--- config.mk ---
export PLATFORM = sky130hd
export DESIGN_NAME = selective_repeat_receiver
export DESIGN_NICKNAME = d
export VERILOG_FILES = /design/src/rtl/core/srr_pkg.sv /design/src/rtl/core/srr_alu.sv /design/src/rtl/core/srr_store.sv /design/src/rtl/core/selective_repeat_receiver.sv
export SDC_FILE = /design/constraint.sdc
export NUM_CORES = 1
export LEC_CHECK = 0
export ABC_AREA = 1
export CORE_ASPECT_RATIO = 0.8
export CORE_MARGIN = 10
export CORE_UTILIZATION = 29
export CTS_CLUSTER_DIAMETER = 60
export DETAILED_ROUTE_END_ITERATION = 16
export DONT_BUFFER_PORTS = 1
export GPL_ROUTABILITY_DRIVEN = 1
export PLACE_DENSITY = 0.52
export SETUP_SLACK_MARGIN = 0.05
export SLEW_MARGIN = 20
export SYNTH_ARGS = -nofsm -noshare
export SYNTH_HDL_FRONTEND = slang
export SYNTH_SLANG_ARGS = --single-unit
--- constraint.sdc ---
create_clock -name clk -period 7.9 [get_ports clk]
set_clock_uncertainty 0.15 [all_clocks]
set_input_delay 0.395 -clock clk [delete_from_list [all_inputs] [get_ports clk]]
set_output_delay 0.395 -clock clk [all_outputs]
set_load 0.005 [all_outputs]
--- src/rtl/core/srr_pkg.sv ---
// ----------------------------------------------------------------------------
// Selective-repeat receiver package
// Shared widths, types, state codes and control bundles for the receiver.
// ----------------------------------------------------------------------------
package srr_pkg;

  // Sequence space and payload sizing.
  localparam int SEQ_BITS     = 3;
  localparam int SEQ_SPACE    = 1 << SEQ_BITS;
  localparam int PAYLOAD_BITS = 32;
  localparam int WIN_BITS     = 3;
  localparam int MAX_DELIVER  = 4;

  // Largest usable window: half the sequence space, capped by the delivery burst.
  localparam int WIN_LIMIT_INT = (SEQ_SPACE / 2 < MAX_DELIVER) ? SEQ_SPACE / 2 : MAX_DELIVER;

  // Stream beat layout: sequence number low, payload word above it, byte padded.
  localparam int BEAT_BITS  = SEQ_BITS + PAYLOAD_BITS;
  localparam int TDATA_BITS = ((BEAT_BITS + 7) / 8) * 8;
  localparam int PAD_BITS   = TDATA_BITS - BEAT_BITS;

  typedef logic [SEQ_BITS-1:0]     seq_t;
  typedef logic [PAYLOAD_BITS-1:0] word_t;
  typedef logic [WIN_BITS-1:0]     win_t;

  localparam win_t WIN_LIMIT   = win_t'(WIN_LIMIT_INT);
  localparam win_t WIN_RESET   = win_t'(4);

  // Result kinds carried on the output tuser bit.
  localparam logic KIND_DELIVER = 1'b0;
  localparam logic KIND_ACK     = 1'b1;

  // Operations of the shared sequence-number unit.
  typedef enum logic {
    ALU_DIST,
    ALU_STEP
  } alu_op_t;

  // Sequencer states.
  typedef enum logic [2:0] {
    ST_IDLE,
    ST_CHECK,
    ST_LOOKUP,
    ST_DELIVER,
    ST_ACK
  } state_t;

  // Control from the sequencer to the packet store.
  typedef struct packed {
    logic wr_en;
    seq_t wr_addr;
    logic clr_en;
    logic rd_en;
    seq_t base_addr;
  } store_ctrl_t;

endpackage

--- src/rtl/core/srr_alu.sv ---
// ----------------------------------------------------------------------------
// Selective-repeat receiver sequence unit
// Shared modulo adder: window distance with in-window compare, or base step.
// ----------------------------------------------------------------------------
module srr_alu
  import srr_pkg::*;
(
  input  alu_op_t op,
  input  seq_t    a,
  input  seq_t    b,
  input  win_t    win,
  output seq_t    result,
  output logic    in_win
);

  // Modulo arithmetic wraps naturally at the sequence width.
  always_comb begin
    case (op)
      ALU_DIST: result = a - b;
      ALU_STEP: result = a + seq_t'(1);
      default:  result = a;
    endcase
  end

  // Distance from the window base compared against the window length.
  assign in_win = (int'(result) < int'(win));

endmodule

--- src/rtl/core/srr_store.sv ---
// ----------------------------------------------------------------------------
// Selective-repeat receiver packet store
// Payload memory with registered read, plus a received mark per sequence number.
// ----------------------------------------------------------------------------
module srr_store
  import srr_pkg::*;
(
  input  logic        clk,
  input  logic        rst,
  input  store_ctrl_t ctrl,
  input  word_t       wr_data,
  output word_t       rd_data,
  output logic        base_mark
);

  word_t               mem [SEQ_SPACE];
  logic [SEQ_SPACE-1:0] mark;

  // Received marks: set when a packet is stored, cleared when it is delivered.
  always_ff @(posedge clk) begin
    if (rst) begin
      mark <= '0;
    end else begin
      if (ctrl.wr_en) begin
        mark[ctrl.wr_addr] <= 1'b1;
      end
      if (ctrl.clr_en) begin
        mark[ctrl.base_addr] <= 1'b0;
      end
    end
  end

  // Payload memory, read at the window base.
  always_ff @(posedge clk) begin
    if (ctrl.wr_en) begin
      mem[ctrl.wr_addr] <= wr_data;
    end
    if (ctrl.rd_en) begin
      rd_data <= mem[ctrl.base_addr];
    end
  end

  assign base_mark = mark[ctrl.base_addr];

endmodule

--- src/rtl/core/selective_repeat_receiver.sv ---
// A corrupted packet is dropped with no beat; a good one outside the window goes from
// check to its ack beat, one inside goes check, lookup, then delivery and lookup for
// each of D deliveries, then ack. One packet is handled at a time; the shared modulo
// adder runs once per window check and once per delivered entry, and the store is
// read once per lookup. Reset (rst, synchronous, active high): window base 0, all
// received marks cleared, window size 4, sequencer idle; no clearing pass is needed.
// ----------------------------------------------------------------------------
// Selective-repeat receiver
// Stores in-window packets, delivers in-order runs from the window base, then acks.
// ----------------------------------------------------------------------------
module selective_repeat_receiver
  import srr_pkg::*;
(
  input  logic                  clk,
  input  logic                  rst,
  // Configuration: window size.
  input  logic                  cfg_wr_en,
  input  logic [WIN_BITS-1:0]   cfg_wr_data,
  // Packet input.
  input  logic                  s_tvalid,
  output logic                  s_tready,
  input  logic [TDATA_BITS-1:0] s_tdata,   // seq_num, payload_word, zero pad
  input  logic                  s_tuser,   // checksum_ok
  // Result output.
  output logic                  m_tvalid,
  input  logic                  m_tready,
  output logic [TDATA_BITS-1:0] m_tdata,   // deliver_data, ack_num, zero pad
  output logic                  m_tuser,   // kind
  output logic                  m_tlast    // last
);

  state_t      state;
  state_t      state_next;
  win_t        window_size;
  seq_t        base;
  seq_t        pkt_seq;
  word_t       pkt_data;
  win_t        win_eff;
  alu_op_t     alu_op;
  seq_t        alu_a;
  seq_t        alu_result;
  logic        alu_in_win;
  store_ctrl_t store_ctrl;
  word_t       rd_data;
  logic        base_mark;
  logic        in_accept;

  assign in_accept = s_tvalid && s_tready;

  // Effective window length.
  assign win_eff = (window_size > WIN_LIMIT) ? WIN_LIMIT : window_size;

  // Configuration register.
  always_ff @(posedge clk) begin
    if (rst) begin
      window_size <= WIN_RESET;
    end else if (cfg_wr_en) begin
      window_size <= cfg_wr_data;
    end
  end

  // Packet capture on an accepted beat.
  always_ff @(posedge clk) begin
    if (in_accept) begin
      pkt_seq  <= s_tdata[SEQ_BITS-1:0];
      pkt_data <= s_tdata[SEQ_BITS +: PAYLOAD_BITS];
    end
  end

  // Shared modulo unit: distance check, then base steps during delivery.
  assign alu_op = (state == ST_DELIVER) ? ALU_STEP : ALU_DIST;
  assign alu_a  = (state == ST_DELIVER) ? base : pkt_seq;

  srr_alu u_alu (
    .op     (alu_op),
    .a      (alu_a),
    .b      (base),
    .win    (win_eff),
    .result (alu_result),
    .in_win (alu_in_win)
  );

  // Window base advances as each delivery beat leaves.
  always_ff @(posedge clk) begin
    if (rst) begin
      base <= '0;
    end else if (state == ST_DELIVER && m_tready) begin
      base <= alu_result;
    end
  end

  // Store control.
  always_comb begin
    store_ctrl.wr_en     = (state == ST_CHECK) && alu_in_win;
    store_ctrl.wr_addr   = pkt_seq;
    store_ctrl.clr_en    = (state == ST_DELIVER) && m_tready;
    store_ctrl.rd_en     = (state == ST_LOOKUP);
    store_ctrl.base_addr = base;
  end

  srr_store u_store (
    .clk       (clk),
    .rst       (rst),
    .ctrl      (store_ctrl),
    .wr_data   (pkt_data),
    .rd_data   (rd_data),
    .base_mark (base_mark)
  );

  // Sequencer state register.
  always_ff @(posedge clk) begin
    if (rst) begin
      state <= ST_IDLE;
    end else begin
      state <= state_next;
    end
  end

  // Next-state logic.
  always_comb begin
    state_next = state;
    case (state)
      ST_IDLE: begin
        if (in_accept && s_tuser) begin
          state_next = ST_CHECK;
        end
      end
      ST_CHECK: begin
        state_next = alu_in_win ? ST_LOOKUP : ST_ACK;
      end
      ST_LOOKUP: begin
        state_next = base_mark ? ST_DELIVER : ST_ACK;
      end
      ST_DELIVER: begin
        if (m_tready) begin
          state_next = ST_LOOKUP;
        end
      end
      ST_ACK: begin
        if (m_tready) begin
          state_next = ST_IDLE;
        end
      end
      default: begin
        state_next = ST_IDLE;
      end
    endcase
  end

  // Output logic.
  always_comb begin
    s_tready = 1'b0;
    m_tvalid = 1'b0;
    m_tuser  = KIND_DELIVER;
    m_tlast  = 1'b0;
    m_tdata  = '0;
    case (state)
      ST_IDLE: begin
        s_tready = 1'b1;
      end
      ST_DELIVER: begin
        m_tvalid = 1'b1;
        m_tdata  = {PAD_BITS'(0), seq_t'(0), rd_data};
      end
      ST_ACK: begin
        m_tvalid = 1'b1;
        m_tuser  = KIND_ACK;
        m_tlast  = 1'b1;
        m_tdata  = {PAD_BITS'(0), pkt_seq, word_t'(0)};
      end
      default: begin
        s_tready = 1'b0;
      end
    endcase
  end

  // A delivery is only ever shown for a marked entry at the window base.
  assert property (@(posedge clk) disable iff (rst)
    (state == ST_DELIVER) |-> base_mark)
    else $error("delivery beat without a received mark at the base");

  // Each accepted delivery beat moves the base by exactly one.
  assert property (@(posedge clk) disable iff (rst)
    (state == ST_DELIVER && m_tready) |=> (base == $past(base) + seq_t'(1)))
    else $error("window base did not advance by one after a delivery");

  // A corrupted packet produces no beat and leaves the block ready.
  assert property (@(posedge clk) disable iff (rst)
    (in_accept && !s_tuser) |=> (s_tready && !m_tvalid))
    else $error("corrupted packet produced activity");

  // The ack beat ends the packet and the block returns to accepting input.
  assert property (@(posedge clk) disable iff (rst)
    (m_tvalid && m_tready && m_tuser == KIND_ACK) |=> s_tready)
    else $error("block not ready after the ack beat");

  // The base never moves while the block waits for a packet.
  assert property (@(posedge clk) disable iff (rst)
    (state == ST_IDLE && $past(state) == ST_IDLE) |-> $stable(base))
    else $error("window base moved while idle");

endmodule

* After elaboration in Yosys (flattened, before gate mapping)
Memory sizes are Yosys's and may differ from the RTL's. A register that Yosys moved wholly into a read port is not among the register bits. Cells that the tools add are included.
Operators by class: add/sub/neg operators 2, $lt $le $gt $ge 6, eq/ne operators 7, mux-type cells 25, bitwise operators 4, reduce and logical (&&, ||, !) cells 9
Operator list (number):
- 35-bit case mux with 2 select lines | 1
- 8-bit 2-to-1 mux | 3
- 3-bit 2-to-1 mux | 7
- 3-bit case mux with 5 select lines | 1
- 1-bit 2-to-1 mux | 9
- 8-bit bitwise AND | 1
- 3-bit by 4-bit less-than comparator with 1-bit output, second input constant | 2
- 8-bit inverter | 1
- 8-bit OR | 1
- 1-bit demux with 3-bit select | 2
- 3-bit by 2-bit equality test with 1-bit output, second input constant | 2
- 3-bit by 1-bit greater-or-equal comparator with 1-bit output, second input constant | 2
- 1-bit logical AND | 6
- 2-bit inequality test, second input constant | 3
- 3-bit case mux with 2 select lines | 1
- 3-bit by 1-bit adder with 3-bit output, second input constant | 1
- 1-bit binary-select mux with 3-bit select | 1
- 3-bit by 1-bit equality test with 1-bit output, second input constant | 1
- 3-bit equality test, second input constant | 1
- 3-bit > comparator, second input constant | 1
- 3-bit logical NOT | 1
- 3-bit less-than comparator | 1
- 3-bit AND reduction | 1
- 3-bit subtractor | 1
- other kinds (2) | 2
Storage, ports and cells: bits in registers 52, memory bits (writable) 256, input port bits 49, memories 1
Memories:
- u_store.mem | words 8, width 32, read ports 1, clocked after memory_dff 1, wr ports 1, line srr_store.sv:16 | word_t mem [SEQ_SPACE];

* Longest topological paths before layout
Gate-level depths: netlist of run 1.
depth in word-level cells 10, gate-level depth with buffers 19, depth with buffers taken out 18

* Cells and area by module
From an unflattened synthesis of run 1, not the netlist that was laid out.
Unflattened totals: cell total of the unflattened synthesis 1451, area total of the unflattened synthesis 14604.0 um^2
Modules (own cells, without submodules):
- srr_store | times used 1, cells each 1224, area each 12544.5 um^2, seq. area each 8808.4 um^2
- selective_repeat_receiver | times used 1, cells each 192, area each 1868.0 um^2, seq. area each 1231.2 um^2
- srr_alu | times used 1, cells each 35, area each 191.4 um^2, seq. area each 0.0 um^2

* Worst setup path after synthesis of run 1
OpenSTA, ideal clock, no wires.
kind register -> register, start point register state[0], end point register pkt_data[0] (enable), setup time 515 ps, data arrival time 3808 ps, setup slack 3427 ps, cell stages (with the launch flop) 2, buffers on the path 0, period minus slack after synthesis 4473 ps, path through dfxtp_1 > nor4_1
On the way: cells in the longest elaborated chain, start to end 3
RTL lines:
- start: declaration | line selective_repeat_receiver.sv:32 | state_t state;
- start signal: assignment | line selective_repeat_receiver.sv:115 | state <= state_next;
- 3-bit logical NOT | line selective_repeat_receiver.sv:157 | case (state)
- 1-bit 2-to-1 mux | line selective_repeat_receiver.sv:157
- 1-bit logical AND | line selective_repeat_receiver.sv:48 | assign in_accept = s_tvalid && s_tready;
- net in_accept | line selective_repeat_receiver.sv:46 | logic in_accept;
- end signal: assignment | line selective_repeat_receiver.sv:66 | pkt_data <= s_tdata[SEQ_BITS +: PAYLOAD_BITS];
- end: declaration | line selective_repeat_receiver.sv:37 | word_t pkt_data;
The timed path passes the listed nets, and every way through them passes these cells. A chain may end at the register's enable or synchronous reset.

* Final worst setup path of run 1
start point register state[0], end point memory u_store.mem[2][20] (netlist name) (enable)
On the way: cells in the longest elaborated chain, start to end 8, elaborated cells on any way between the ends 12
RTL lines:
- 3-bit by 2-bit equality test with 1-bit output * | line selective_repeat_receiver.sv:71, selective_repeat_receiver.sv:72
- 3-bit 2-to-1 mux or 1-bit 2-to-1 mux (tied branches) | line selective_repeat_receiver.sv:72, selective_repeat_receiver.sv:71
- 3-bit by 1-bit adder with 3-bit output, or another cell as far along | line srr_alu.sv:20 | ALU_STEP: result = a + seq_t'(1);
- 3-bit case mux with 2 select lines * | line srr_alu.sv:18 | case (op)
- net alu_result[2] | line selective_repeat_receiver.sv:41 | seq_t alu_result;
- 3-bit less-than comparator * | line srr_alu.sv:26 | assign in_win = (int'(result) < int'(win));
- 1-bit logical AND * | line selective_repeat_receiver.sv:94 | store_ctrl.wr_en = (state == ST_CHECK) && alu_in_win;
- 1-bit 2-to-1 mux * | line srr_store.sv:35 | if (ctrl.wr_en) begin
- 1-bit 2-to-1 mux (not written as such) * | line srr_store.sv:36 | mem[ctrl.wr_addr] <= wr_data;
- end: declaration | line srr_store.sv:16
Mark *: on every way through the listed nets, which the timed path passes. The rest lies on a longest branch.

==> results_tabular.tex, run 1 <==
\begin{tabular}{lr}
\hline
Metric & Value \\
\hline
\multicolumn{2}{l}{\textbf{Cells and area}} \\
Share of post-route cells with drive strength above 1 & 0.0716 \\
Core occupancy in the finished layout & 0.340 \\
Number of diodes & 0 \\
Layout Cells excl Fill & around 1600 \\
Sequential cell area in the final layout & between 10000 and 15000 um\^{}2 \\
Area of all placed cells without fillers & between 15000 and 20000 um\^{}2 \\
Filler cell count in the final layout & approximately 4300 \\
Signed area change from the synthesized netlist to the final layout & 15.9\% \\
Multi-input gate area & 2500 um\^{}2 \\
Net count of the finished layout & 1020 \\
\multicolumn{2}{l}{\textbf{Global route}} \\
Number of antenna violations at the first check in global routing & 0 \\
Pin count of the biggest net entering global routing & 94 \\
All-layer global routing usage & 0.106 \\
Global-route wire length before repair & $\sim$44000 um \\
Via count of the first global-routing pass & approximately 7000 \\
Overflow left after global routing & 0 \\
\multicolumn{2}{l}{\textbf{Detailed routing}} \\
Antenna-violating nets left & 0 \\
Final wirelength & just under 30000 um \\
Number of vias per cell after detailed routing & 4.49 \\
Number of vias in the routed layout & slightly above 7000 \\
Count of TritonRoute iterations in the first routing pass & 4 \\
Routed WL per cell & approximately 18 um \\
Post-route DRC & 0 \\
Count of routing violations after the opening detailed-route iteration & slightly above 500 \\
\multicolumn{2}{l}{\textbf{Clock tree}} \\
Total number of clock tree sinks & 340 \\
Clock tree from TritonCTS & built \\
Clock Path Buffers & 3 \\
Clock slew at the register clock pins of the worst setup and hold paths & around 0.050 ns \\
Depth of the CTS H-tree & 2 \\
Clock latency reported for the late side of the worst-skew pair & 0.51 ns \\
Number of buffers created by CTS & 35 \\
Setup fix buffers added after clock tree synthesis & 0 \\
Resized cells post-CTS & 0 \\
CTS root buffer & sky130\_fd\_sc\_hd\_\_clkbuf\_16 \\
\multicolumn{2}{l}{\textbf{Timing}} \\
Share of the clock period used by the worst path & 0.633 \\
Count of endpoints failing setup in the final report & 0 \\
Smallest hold slack & $\sim$0.099 ns \\
Maximum clock frequency & between 200 and 250 MHz \\
Worst rel slew slack & 0.294 \\
Number of pins exceeding their max-slew limit in the final report & 0 \\
Fin. Hold Viols & 0 \\
Setup TNS after final layout & 0 ns \\
Final critical delay including setup and external delays & 5.00 ns \\
Least-Margin Pin Slew & 1.06 ns \\
Unrepaired setup endpoints after global routing & no \\
\multicolumn{2}{l}{\textbf{Power}} \\
Switching Share & 0.229 \\
Clock network power share & 0.379 \\
Switching power & about 0.94 mW \\
Worst IR Drop VDD & about 0.13 mV \\
Power per cell area & between 200 and 300 nW/um\^{}2 \\
Cell internal pwr & around 3.2 mW \\
Standby leakage power & approximately 5.0 nW \\
Sequential share of power & 0.561 \\
Combinational fraction of design power & 0.059 \\
\multicolumn{2}{l}{\textbf{Yosys}} \\
Post-synth EDFFs & 323 \\
Area share of the largest cell type after synthesis & 0.744 \\
Biggest area consumer among synthesized cells & sky130\_fd\_sc\_hd\_\_edfxtp\_1 \\
Post-synthesis instance total & between 900 and 1000 \\
Most frequently used flop master after synthesis & sky130\_fd\_sc\_hd\_\_edfxtp\_1 \\
Async S/R FF share, synth & 0 \\
Commonest cells in the netlist & 323 x sky130\_fd\_sc\_hd\_\_edfxtp\_1, 140 x sky130\_fd\_sc\_hd\_\_nor2\_1, 82 x sky130\_fd\_sc\_hd\_\_o21ai\_1, 68 x sky130\_fd\_sc\_hd\_\_inv\_1, 62 x sky130\_fd\_sc\_hd\_\_o21a\_1 \\
Number of distinct standard cells referenced by the synthesized netlist & 27 \\
Syn. warnings & 0 \\
Library cell with the highest instance count after synthesis & sky130\_fd\_sc\_hd\_\_edfxtp\_1 \\
Number of synthesized register bits & between 300 and 400 \\
Register area share after synthesis & 0.770 \\
Cell area after synthesis & around 13000 um\^{}2 \\
Ranking of synthesized cells by area & sky130\_fd\_sc\_hd\_\_edfxtp\_1 74\%, sky130\_fd\_sc\_hd\_\_nor2\_1 4.0\%, sky130\_fd\_sc\_hd\_\_o21a\_1 3.6\% \\
Average footprint of a synthesized cell & 14.0 um\^{}2 \\
\multicolumn{2}{l}{\textbf{Place}} \\
Routability congestion estimate & just over 0.7 \\
Dpl hpwl & $\sim$15000 um \\
Count of input and output buffers & 0 \\
Placed Instances & between 1000 and 1500 \\
Placed cell area & approximately 14000 um\^{}2 \\
\multicolumn{2}{l}{\textbf{Floorplanning}} \\
Starting Density & 0.294 \\
Width of the die & between 200 and 300 um \\
CORE AREA & between 40000 and 50000 um\^{}2 \\
Height of the die & roughly 210 um \\
I/O pin total & 93 \\
Die Area & between 50000 and 60000 um\^{}2 \\
Rows & 69 \\
\multicolumn{2}{l}{\textbf{Setup path}} \\
Slowest stage cell on the critical path & sky130\_fd\_sc\_hd\_\_inv\_2 \\
CP startpoint kind & register \\
Slowest cell delay on critical path & between 0.7 and 0.8 ns \\
Kind of critical path & register to register \\
Cell chain of the critical path & inv\_1 -> nor2\_1 -> nand2\_2 -> o21ai\_0 -> ha\_1 -> inv\_1 -> fa\_1 -> xnor2\_1 -> xor2\_1 -> inv\_1 -> ha\_1 -> a21oi\_1 -> nand3\_1 -> nor2\_1 -> nand2\_1 -> inv\_2 \\
WP data arrival & between 4 and 5 ns \\
Most used cell, CP & sky130\_fd\_sc\_hd\_\_inv\_1 \\
Critical path required time & between 7 and 8 ns \\
Max Fanout on Critical Path & 42 \\
Worst setup EP type & register \\
\multicolumn{2}{l}{\textbf{Status}} \\
Result of the run & completed \\
\multicolumn{2}{l}{\textbf{Run}} \\
Total of max-cap violations & 0 \\
\multicolumn{2}{l}{\textbf{Worst hold path}} \\
Hold crit path type & primary input to register \\
\hline
\end{tabular}
## per-layer routing
layer | up-vias | wire length (um) | global-route usage | share of wire
met2 | 132 | 13100 | 0.161 | 0.45
met3 | 34 | 1250 | 0.0235 | 0.043
met1 | 3544 | 14400 | 0.152 | 0.49
met5 | - | 0 | 0 | 0
li1 | 3442 | - | - | -
met4 | 0 | 412 | 0.0242 | 0.014
## worst max-delay path, delay by kind of cell (launching register included)
family | cells | cell delay [ns]
xor+xnor | 2 | 0.39
compound gates | 2 | 0.59
simple gates | 5 | 1.24
flops | 1 | 0.40
fa+ha+maj | 3 | 0.87
buf+inv | 4 | 0.96
## per-stage QoR
step / total power [mW] / setup slack, ns
2_1_floorplan: 2.46 / 3.43
3_3_place_gp: 2.57 / 2.85
3_5_place_dp: 2.58 / 2.79
4_1_cts: 4.17 / 2.77
5_1_grt: 4.28 / 2.32
6_report: 4.10 / 2.90
## power by group through the flow
stage | sequential (mW) | clock (mW) | combinational [mW]
after CTS | 2.30 | 1.61 | 0.255
after global routing | 2.32 | 1.68 | 0.283
final | 2.30 | 1.56 | 0.244
after detailed placement | 2.34 | 0 | 0.237
after floorplan | 2.30 | 0 | 0.158
after global placement | 2.34 | 0 | 0.236
## cell usage in the layout (no fill, tap or decap)
| master | synthesis | final |
|---|---|---|
| sky130_fd_sc_hd__a211oi_1 | 2 | 2 |
| sky130_fd_sc_hd__a21oi_1 | 15 | 15 |
| sky130_fd_sc_hd__buf_12 | 0 | 1 |
| sky130_fd_sc_hd__buf_4 | 12 | 5 |
| sky130_fd_sc_hd__bufinv_16 | 0 | 1 |
| sky130_fd_sc_hd__clkbuf_1 | 20 | 10 |
| sky130_fd_sc_hd__clkbuf_16 | 0 | 37 |
| sky130_fd_sc_hd__clkbuf_8 | 0 | 1 |
| sky130_fd_sc_hd__clkinv_1 | 0 | 8 |
| sky130_fd_sc_hd__clkinv_2 | 0 | 1 |
| sky130_fd_sc_hd__clkinv_4 | 0 | 2 |
| sky130_fd_sc_hd__clkinvlp_4 | 0 | 2 |
| sky130_fd_sc_hd__conb_1 | 1 | 5 |
| sky130_fd_sc_hd__dfxtp_1 | 17 | 16 |
| sky130_fd_sc_hd__dfxtp_4 | 0 | 1 |
| sky130_fd_sc_hd__dlygate4sd3_1 | 0 | 41 |
| sky130_fd_sc_hd__edfxtp_1 | 323 | 323 |
| sky130_fd_sc_hd__fa_1 | 1 | 1 |
| sky130_fd_sc_hd__ha_1 | 4 | 4 |
| sky130_fd_sc_hd__inv_1 | 68 | 60 |
| sky130_fd_sc_hd__inv_2 | 3 | 10 |
| sky130_fd_sc_hd__inv_4 | 0 | 1 |
| sky130_fd_sc_hd__nand2_1 | 46 | 44 |
| sky130_fd_sc_hd__nand2_2 | 0 | 2 |
| sky130_fd_sc_hd__nand3_1 | 13 | 13 |
| sky130_fd_sc_hd__nor2_1 | 140 | 140 |
| sky130_fd_sc_hd__nor2_4 | 3 | 4 |
| sky130_fd_sc_hd__nor3_1 | 2 | 1 |
| sky130_fd_sc_hd__nor3_2 | 1 | 2 |
| sky130_fd_sc_hd__nor4_2 | 0 | 1 |
| sky130_fd_sc_hd__o2111ai_1 | 31 | 31 |
| sky130_fd_sc_hd__o21a_1 | 62 | 62 |
| sky130_fd_sc_hd__o21ai_0 | 59 | 59 |
| sky130_fd_sc_hd__o21ai_1 | 82 | 82 |
| sky130_fd_sc_hd__xnor2_1 | 2 | 2 |
| sky130_fd_sc_hd__xor2_1 | 1 | 1 |
## cell type report
cell class,count,share of cell area
sequential,340,0.665
clock inverter,14,0.00646
timing repair buffer,47,0.0310
tap,603,0.0499
multi-input combinational,471,0.165
clock buffer,48,0.0647
inverter,71,0.0178
## flip-flops by register name (all words and copies together) (netlist names)
| register | flops |
|---|---|
| pkt_seq | 3 |
| u_store.rd_data | 32 |
| base | 3 |
| state | 3 |
| u_store.mark | 8 |
| u_store.mem | 256 |
| pkt_data | 32 |
| window_size | 3 |
## cell families (layout without fill, tap and decap cells)
family / Yosys count / in the layout / synth area share
buffers and inverters: 123 / 180 / 0.0407
XOR/XNOR: 3 / 3 / 0.00202
AND/OR/NAND/NOR: 207 / 207 / 0.0637
flip-flops: 340 / 340 / 0.770
AO/OA/AOI/OAI: 251 / 251 / 0.118
other: 1 / 5 / 0.000288
adder cells (fa/ha/maj): 5 / 5 / 0.00538
## worst paths after layout
check | start | endpoint | slack (ns) | cells after the start
max | state[0]$_SDFFE_PP0P_ | u_store.mem[2][20]$_DFFE_PP_ | 2.90 | 16
min | m_tready | state[0]$_SDFFE_PP0P_ | 0.1 | 3
min reg2reg | u_store.mark[2]$_SDFF_PP0_ | u_store.mark[2]$_SDFF_PP0_ | 0.31 | 2
max reg2reg | state[0]$_SDFFE_PP0P_ | u_store.mem[2][20]$_DFFE_PP_ | 2.90 | 16
## timing repair
action	in CTS	in global routing
hold buffers	41	0
hold endpoints to repair	39	0
endpoints found under the setup margin	0	0
No activity file was read; power rests on OpenSTA's default activity.
==> inputs of run 2 (changes only) <==
- clock period: 7.9 -> 4.81 ns (I/O delays scaled with it)
==> results_tabular.tex, run 2 (synthesis results as in run 1) <==
\begin{tabular}{lr}
\hline
Metric & Value \\
\hline
\multicolumn{2}{l}{\textbf{Global route}} \\
Number of antenna violations at the first check in global routing & 0 \\
Pin count of the biggest net entering global routing & between 80 and 90 \\
Global-route wire length before repair & about 47000 um \\
Overflow left after global routing & 0 \\
Via count of the first global-routing pass & $\sim$7300 \\
All-layer global routing usage & 0.112 \\
\multicolumn{2}{l}{\textbf{Place}} \\
Count of input and output buffers & 0 \\
Dpl hpwl & between 15000 and 20000 um \\
Pre-CTS WS & between 0.6 and 0.7 ns \\
Placed cell area & 13800 um\^{}2 \\
Placed Instances & about 1500 \\
Routability congestion estimate & approximately 0.75 \\
\multicolumn{2}{l}{\textbf{Cells and area}} \\
Layout Cells excl Fill & between 1500 and 2000 \\
Signed area change from the synthesized netlist to the final layout & 18.2\% \\
Share of post-route cells with drive strength above 1 & 0.0884 \\
Number of diodes & 0 \\
Flip-flop count of the largest register after layout & about 260 \\
Largest registers & u\_store.mem x256, pkt\_data x32, u\_store.rd\_data x32 \\
Core occupancy in the finished layout & 0.347 \\
Most frequent cells in the layout & 323 x sky130\_fd\_sc\_hd\_\_edfxtp\_1, 140 x sky130\_fd\_sc\_hd\_\_nor2\_1, 82 x sky130\_fd\_sc\_hd\_\_o21ai\_1 \\
Net count of the finished layout & around 1000 \\
Most common cell after layout, fill and taps aside & sky130\_fd\_sc\_hd\_\_edfxtp\_1 \\
Register bank with the most flops & u\_store.mem \\
Area of all placed cells without fillers & $\sim$15000 um\^{}2 \\
Filler cell count in the final layout & 4312 \\
\multicolumn{2}{l}{\textbf{Timing}} \\
Fin. Hold Viols & 0 \\
Share of the clock period used by the worst path & 0.873 \\
Maximum clock frequency & roughly 240 MHz \\
Number of pins exceeding their max-slew limit in the final report & 0 \\
Count of endpoints failing setup in the final report & 0 \\
Worst rel slew slack & 0.281 \\
Fin worst setup slack & roughly 0.6 ns \\
Smallest hold slack & a little under 0.2 ns \\
Least-Margin Pin Slew & approximately 1.1 ns \\
Unrepaired setup endpoints after global routing & no \\
Setup TNS after final layout & 0 ns \\
Final critical delay including setup and external delays & approximately 4.2 ns \\
\multicolumn{2}{l}{\textbf{Floorplanning}} \\
I/O pin total & 93 \\
Rows & 69 \\
Starting Density & 0.294 \\
Width of the die & $\sim$260 um \\
Height of the die & approximately 210 um \\
CORE AREA & about 44000 um\^{}2 \\
Die Area & approximately 54000 um\^{}2 \\
\multicolumn{2}{l}{\textbf{Clock tree}} \\
Clock latency reported for the late side of the worst-skew pair & 0.52 ns \\
Depth of the CTS H-tree & 2 \\
Clock Path Buffers & 3 \\
Number of buffers created by CTS & 38 \\
CTS root buffer & sky130\_fd\_sc\_hd\_\_clkbuf\_16 \\
Clock slew at the register clock pins of the worst setup and hold paths & 0.06 ns \\
Setup fix buffers added after clock tree synthesis & 0 \\
Hold buffer count at CTS & just under 50 \\
Clock tree from TritonCTS & built \\
Resized cells post-CTS & 0 \\
Total number of clock tree sinks & 340 \\
\multicolumn{2}{l}{\textbf{Power}} \\
Power Total & 6.92 mW \\
Power per cell area & between 400 and 500 nW/um\^{}2 \\
Standby leakage power & a little over 5 nW \\
Worst IR Drop VDD & 0.273 mV \\
\multicolumn{2}{l}{\textbf{Setup path}} \\
Worst setup EP type & register \\
WP data arrival & between 4 and 5 ns \\
Slowest stage cell on the critical path & sky130\_fd\_sc\_hd\_\_fa\_1 \\
Kind of critical path & register to register \\
Critical path required time & 4.88 ns \\
CP startpoint kind & register \\
Slowest cell delay on critical path & $\sim$0.43 ns \\
Cell chain of the critical path & inv\_1 -> nor2\_1 -> nand2\_2 -> buf\_4 -> nand2\_1 -> o21ai\_0 -> fa\_1 -> xnor2\_1 -> xor2\_1 -> inv\_1 -> ha\_1 -> a21oi\_1 -> nand3\_1 -> nor2\_1 -> nand2\_1 -> inv\_2 -> buf\_12 \\
Max Fanout on Critical Path & 20 \\
\multicolumn{2}{l}{\textbf{Detailed routing}} \\
Count of routing violations after the opening detailed-route iteration & roughly 640 \\
Final wirelength & roughly 31000 um \\
Routed WL per cell & roughly 19 um \\
Number of vias per cell after detailed routing & approximately 4.5 \\
Post-route DRC & 0 \\
Count of TritonRoute iterations in the first routing pass & 5 \\
Number of vias in the routed layout & approximately 7300 \\
Antenna-violating nets left & 0 \\
\multicolumn{2}{l}{\textbf{Run}} \\
Total of max-cap violations & 0 \\
\multicolumn{2}{l}{\textbf{Worst hold path}} \\
Hold crit path type & primary input to register \\
\multicolumn{2}{l}{\textbf{Status}} \\
Result of the run & completed \\
\hline
\end{tabular}
-- run 2: changes by cell type in the layout (fill, tap and decap cells not counted), moves of 2 or more --
cell,change
sky130_fd_sc_hd__buf_12,+4
sky130_fd_sc_hd__buf_4,+10
sky130_fd_sc_hd__clkbuf_16,+2
sky130_fd_sc_hd__clkinv_2,+2
sky130_fd_sc_hd__dlygate4sd3_1,+8
sky130_fd_sc_hd__inv_6,+2
-- run 2: final timing paths --
check                        startpoint                      endpoint  slack, ns  cells past startpoint
min                         s_tdata[18]        pkt_data[15]$_DFFE_PP_       0.20                      1
max               state[0]$_SDFFE_PP0P_  u_store.mem[6][10]$_DFFE_PP_       0.61                     17
min reg2reg  u_store.mark[0]$_SDFF_PP0_    u_store.mark[0]$_SDFF_PP0_       0.31                      2
max reg2reg       state[0]$_SDFFE_PP0P_  u_store.mem[6][10]$_DFFE_PP_       0.61                     17
-- run 2: layer usage --
metal  up-vias  GRT usage  routed length (um)
li1       3484          -                   -
met1      3589      0.162               15500
met2       142      0.170               13700
met3        44     0.0213                1280
met4         0     0.0261                 510
met5         -          0                   0
-- run 2: area by class of cell --
| cell class | instances | area, um^2 | area share |
|---|---|---|---|
| multi-input combinational | 471 | 2500 | 0.162 |
| clock inverter | 17 | 124 | 0.00804 |
| sequential | 340 | 10000 | 0.652 |
| tap | 603 | 754 | 0.0490 |
| inverter | 71 | 269 | 0.0175 |
| timing repair buffer | 69 | 703 | 0.0456 |
| clock buffer | 50 | 1020 | 0.0660 |
-- run 2: critical path: cells and delay by family, from the launching register on --
kind,cells,cell delay (ns)
AO/OA/AOI/OAI,2,0.32
XOR/XNOR,2,0.41
adder cells (fa/ha/maj),2,0.73
buffers and inverters,5,0.97
flip-flops,1,0.40
AND/OR/NAND/NOR,6,0.92
-- run 2: power breakdown --
part,internal [mW],switching [mW]
Sequential,3.60,0.182
Clock,1.55,1.14
Combinational,0.134,0.316
